$ cat src/rtl/core/orq_ram.sv
module orq_ram #(
	parameter int WIDTH = 8,
	parameter int DEPTH = 16
) (
	input  logic                     clk,
	input  logic                     we,
	input  logic [$clog2(DEPTH)-1:0] waddr,
	input  logic [WIDTH-1:0]         wdata,
	input  logic                     re,
	input  logic [$clog2(DEPTH)-1:0] raddr,
	output logic [WIDTH-1:0]         rdata
);

	logic [WIDTH-1:0] mem [DEPTH];
	logic [WIDTH-1:0] rdata_q;

	always_ff @(posedge clk) begin
		if (we) begin
			mem[waddr] <= wdata;
		end
		if (re) begin
			rdata_q <= mem[raddr];
		end
	end

	assign rdata = rdata_q;

endmodule

$ cat config.mk
export PLATFORM = sky130hd
export DESIGN_NAME = orq_ram
export DESIGN_NICKNAME = d
export VERILOG_FILES = /design/src/rtl/core/orq_ram.sv
export SDC_FILE = /design/constraint.sdc
export NUM_CORES = 1
export LEC_CHECK = 0
export BUFFER_PORTS_ARGS = -buffer_cell sky130_fd_sc_hd__buf_2
export CORE_UTILIZATION = 39
export CTS_CLUSTER_DIAMETER = 120
export CTS_CLUSTER_SIZE = 30
export DETAILED_ROUTE_END_ITERATION = 6
export GPL_TIMING_DRIVEN = 0
export MAX_ROUTING_LAYER = met4
export SYNTH_ARGS = -nofsm -noshare
export SYNTH_HDL_FRONTEND = slang
export SYNTH_SLANG_ARGS = --single-unit
$ cat constraint.sdc
create_clock -name clk -period 1.8 [get_ports clk]
set_input_delay 0.45 -clock clk [delete_from_list [all_inputs] [get_ports clk]]
set_output_delay 0.45 -clock clk [all_outputs]
set_load 0.01 [all_outputs]
### Word level (Yosys, flattened, before mapping)

Memory sizes are Yosys's and may differ from the RTL's. A register that Yosys moved wholly into a read port is not among the register bits.
Cells that the tools add are included.

* flip-flop bits (word level): 0
* memories kept: 1
* bits of input ports: 19
* memory bits (writable): 128
* word-level logic and storage cells: 3
* output and inout port bits: 8

Memory list
* mem: words 16, width 8, read ports 1, clocked after memory_dff 1, wr ports 1, RTL line 14 `logic [WIDTH-1:0] mem [DEPTH];`

* mux-type cells: 2

Operator list (count)
* $mux W1: 2

### Logic depth before layout (Yosys ltp)

* word-level depth: 2
* mapped depth: 5
* depth with buffers taken out: 3

### Worst setup path after synthesis

Ideal clock, no wire load.

* path kind: input port to flip-flop
* start point: input waddr[2]
* end point: memory mem[0][0], enable pin
* library setup time: 0.383 ns
* stages: 2
* buffers on the path: 0
* required time: 1.417 ns
* slack: -0.143 ns
* data arrival time: 1.560 ns
* cells stage by stage: or3b_2 nor3_1

RTL lines
* start, declared: RTL line 7 `input logic [$clog2(DEPTH)-1:0] waddr,`
* end, declared: RTL line 14

No word-level cell before the write port.

### Worst setup path after layout

* start point: input waddr[2]
* end point: memory mem[3][2], enable pin

No word-level cell before the write port.

==> impl_results.html <==
<table>
<tr><th>Metric</th><th>Value</th></tr>
<tr><th colspan="2">Synth</th></tr>
<tr><td>Compound-gate portion of the synthesized area</td><td>0.0230</td></tr>
<tr><td>Yosys warnings</td><td>0</td></tr>
<tr><td>Synthesis-stage register bit count</td><td>between 100 and 150</td></tr>
<tr><td>Post-synthesis adder-cell area fraction</td><td>0</td></tr>
<tr><td>Portion of the post-synthesis area used by sequential elements</td><td>0.781</td></tr>
<tr><td>XOR/XNOR Fraction of Synth Area</td><td>0</td></tr>
<tr><td>Netlist cell types</td><td>18</td></tr>
<tr><td>Net count after synthesis</td><td>~250</td></tr>
<tr><td>Cell area after synthesis</td><td>between 0.005 and 0.006 sq mm</td></tr>
<tr><td>Synthesized-area fraction occupied by and/or/nand/nor cells</td><td>0.0314</td></tr>
<tr><td>Synthesized area per cell</td><td>22.8 sq um</td></tr>
<tr><td>Multiplexer share of the synthesized area</td><td>0.148</td></tr>
<tr><td>Main combinational cell family by area after synthesis</td><td>multiplexers</td></tr>
<tr><td>Number of standard cells after synthesis</td><td>between 200 and 250</td></tr>
<tr><th colspan="2">CTS</th></tr>
<tr><td>Clock latency reported for the late side of the worst-skew pair</td><td>just over 400 ps</td></tr>
<tr><td>Clock Pin Slew Worst Setup and Hold Paths</td><td>60 ps</td></tr>
<tr><td>Quantity of gates resized following cts</td><td>1</td></tr>
<tr><td>Number of sinks handled by clock tree synthesis</td><td>around 140</td></tr>
<tr><td>Max clock buf depth</td><td>2</td></tr>
<tr><td>Number of H-tree levels</td><td>4</td></tr>
<tr><td>Count of hold buffers inserted by post-cts repair</td><td>0</td></tr>
<tr><td>CTS Root Buffer Type</td><td>clkbuf_16</td></tr>
<tr><td>Total CTS buffers</td><td>17</td></tr>
<tr><td>CTS tree</td><td>yes</td></tr>
<tr><td>Buffers inserted during post-CTS setup optimization</td><td>0</td></tr>
<tr><th colspan="2">Timing</th></tr>
<tr><td>Number of max-slew violations in the final report</td><td>0</td></tr>
<tr><td>Number of endpoints with negative hold slack in the final report</td><td>0</td></tr>
<tr><td>Achievable clock frequency</td><td>roughly 590 MHz</td></tr>
<tr><td>Unrepaired setup endpoints after global routing</td><td>no</td></tr>
<tr><td>Final critical-path share of the clock period</td><td>0.946</td></tr>
<tr><td>Fin Clk Skew</td><td>~6.2 ps</td></tr>
<tr><td>Worst slew margin relative to its limit</td><td>0.464</td></tr>
<tr><td>Transition time at the pin with the least slew margin</td><td>800 ps</td></tr>
<tr><td>Fin crit period</td><td>between 1500 and 2000 ps</td></tr>
<tr><td>Fin Setup TNS</td><td>0 ps</td></tr>
<tr><td>Worst hold slack</td><td>roughly 370 ps</td></tr>
<tr><td>Final Setup Violations</td><td>0</td></tr>
<tr><th colspan="2">Detailed routing</th></tr>
<tr><td>Total number of vias</td><td>between 2000 and 2500</td></tr>
<tr><td>Detail-routed via count per cell</td><td>5.29</td></tr>
<tr><td>Drt drc</td><td>0</td></tr>
<tr><td>Drt wl/cell</td><td>~22 um</td></tr>
<tr><td>Residual antenna-violating net count after detailed routing</td><td>0</td></tr>
<tr><td>Total Routed Length</td><td>~10 mm</td></tr>
<tr><td>Number of DRC markers in iteration 0</td><td>136</td></tr>
<tr><td>Number of detailed-route iterations in the first pass</td><td>4</td></tr>
<tr><th colspan="2">Layout</th></tr>
<tr><td>Area Overhead vs Synth</td><td>19.8%</td></tr>
<tr><td>Most frequent cells in the layout</td><td>edfxtp_1, buf_2, mux4_2, clkbuf_16, a22oi_1</td></tr>
<tr><td>Area used by multi-input combinational logic</td><td>between 0.001 and 0.0015 sq mm</td></tr>
<tr><td>Share of cells above drive strength 1</td><td>0.315</td></tr>
<tr><td>Storage element area</td><td>approximately 0.004 sq mm</td></tr>
<tr><td>Most common library cell in the layout ignoring fill and taps</td><td>edfxtp_1</td></tr>
<tr><td>Diodes inserted</td><td>0</td></tr>
<tr><td>Filler Cell Count</td><td>about 1100</td></tr>
<tr><td>Number of nets in the layout</td><td>slightly below 300</td></tr>
<tr><th colspan="2">Floorplanning</th></tr>
<tr><td>Core region area</td><td>about 0.013 sq mm</td></tr>
<tr><td>Die X</td><td>118 um</td></tr>
<tr><td>Area enclosed by the die boundary</td><td>about 0.014 sq mm</td></tr>
<tr><td>Row Count</td><td>41</td></tr>
<tr><td>Die outline height</td><td>between 100 and 150 um</td></tr>
<tr><td>Initial Util</td><td>0.408</td></tr>
<tr><td>Top-Level Pins</td><td>27</td></tr>
<tr><th colspan="2">GRT</th></tr>
<tr><td>Global-route total usage across every layer</td><td>0.160</td></tr>
<tr><td>Pin count of the biggest net entering global routing</td><td>17</td></tr>
<tr><td>Antenna violations before repair</td><td>0</td></tr>
<tr><td>Number of global-route vias before repair</td><td>2460</td></tr>
<tr><td>Global-route wire length before repair</td><td>about 15 mm</td></tr>
<tr><td>Gr ovfl total</td><td>0</td></tr>
<tr><th colspan="2">Worst setup path</th></tr>
<tr><td>Worst setup path start</td><td>waddr[2]</td></tr>
<tr><td>Peak fanout along the critical path</td><td>8</td></tr>
<tr><td>Type of element launching the critical path</td><td>input pin</td></tr>
<tr><td>Worst setup path endpoint</td><td>mem[3][2]</td></tr>
<tr><td>Start of the worst register-to-register path</td><td>mem[5][0]</td></tr>
<tr><td>Required arrival time at the worst endpoint</td><td>approximately 1800 ps</td></tr>
<tr><td>Slack of the worst reg-to-reg path</td><td>270 ps</td></tr>
<tr><td>Worst setup path class</td><td>input pin to flop</td></tr>
<tr><td>Arrival time at the worst endpoint</td><td>between 1500 and 2000 ps</td></tr>
<tr><td>Cells on worst reg2reg path</td><td>3</td></tr>
<tr><td>Capturing point of the worst reg2reg path</td><td>rdata[0]</td></tr>
<tr><td>Worst Setup End Kind</td><td>flop</td></tr>
<tr><th colspan="2">Place</th></tr>
<tr><td>Port Buffers</td><td>25</td></tr>
<tr><td>Placer's final routability congestion estimate</td><td>0.717</td></tr>
<tr><td>HPWL after detailed placement</td><td>6.35 mm</td></tr>
<tr><th colspan="2">Pwr</th></tr>
<tr><td>Pwr Density</td><td>around 1300 mW/mm^2</td></tr>
<tr><td>Max IR drop VDD</td><td>around 640 uV</td></tr>
<tr><td>Leakage power</td><td>0.00206 uW</td></tr>
<tr><th colspan="2">Hold path</th></tr>
<tr><td>Startpoint of the worst hold path</td><td>re</td></tr>
<tr><td>Type of the most critical hold path</td><td>input pin to flop</td></tr>
<tr><th colspan="2">Outcome</th></tr>
<tr><td>Outcome</td><td>finished clean</td></tr>
<tr><th colspan="2">Flow run</th></tr>
<tr><td>Number of violations of the max-capacitance limit</td><td>0</td></tr>
</table>
## metal layers
layer / vias to the layer above / wire length (um) / track usage
li1: 1071 / - / -
met1: 1250 / 4530 / 0.215
met2: 90 / 4700 / 0.231
met3: 13 / 560 / 0.0446
met4: 0 / 196 / 0.0649
met5: - / 0 / -
## per-stage QoR
stage / area (sq um) / total power (uW) / utilization / instances / worst slack, ps
after global routing: 6260 / 8030 / 0.488 / 458 / 31.3
after CTS: 6250 / 7870 / 0.488 / 458 / 34.1
after detailed placement: 5570 / 4000 / 0.435 / 426 / -518
final: 6260 / 7830 / 0.488 / 458 / 96.4
after floorplan: 5230 / 3840 / - / 229 / 67.6
after global placement: 5570 / 3980 / 0.435 / 426 / -511
## where the power goes
group	total [uW]	switching [uW]	internal (uW)
registers	3580	15.0	3570
clock network	3910	1310	2600
logic	341	203	138
## how the worst min path moves through the flow
stage / endpoint / slack, ps / depth (start not counted)
floorplan: mem[0][0] / 550 / 0
global placement: rdata[1] / 740 / 3
detailed placement: rdata[1] / 750 / 3
CTS: rdata[6] / 360 / 1
global route: rdata[7] / 370 / 1
finish: rdata[5] / 370 / 1
## Yosys cell counts, drive strengths merged
master / number / area share
nor2: 13 / 0.0093
nor3: 4 / 0.0038
nand2b: 2 / 0.0024
nand3: 1 / 0.00096
nand2: 9 / 0.0065
buf: 7 / 0.011
and2b: 1 / 0.0014
or3b: 1 / 0.0017
a22oi: 16 / 0.023
clkdlybuf4s25: 3 / 0.0057
and2: 1 / 0.0012
nand3b: 2 / 0.0029
edfxtp: 136 / 0.78
nor2b: 1 / 0.0012
mux4: 32 / 0.15
## state kept, by name, indices dropped and copies added, names as in the netlist
signal / count
mem: 128
rdata: 8
## cell families (layout without fill, tap and decap cells)
group / after synthesis / in the layout
flops: 136 / 136
compound gates: 16 / 16
mux: 32 / 32
simple gates: 35 / 35
buf+inv: 10 / 67
## worst max-delay path: stages
cell    delay, ps
buf_2         110
or3b_2        540
nor2_1        640
## layout make-up
class | count | share of cell area
Buffer | 10 | 0.0138
Clock buffer | 17 | 0.0679
Clock inverter | 15 | 0.0400
Multi-Input combinational cell | 83 | 0.172
Sequential cell | 136 | 0.652
Tap cell | 172 | 0.0344
Timing Repair Buffer | 25 | 0.0200
Power figures use the tool's default switching activity.
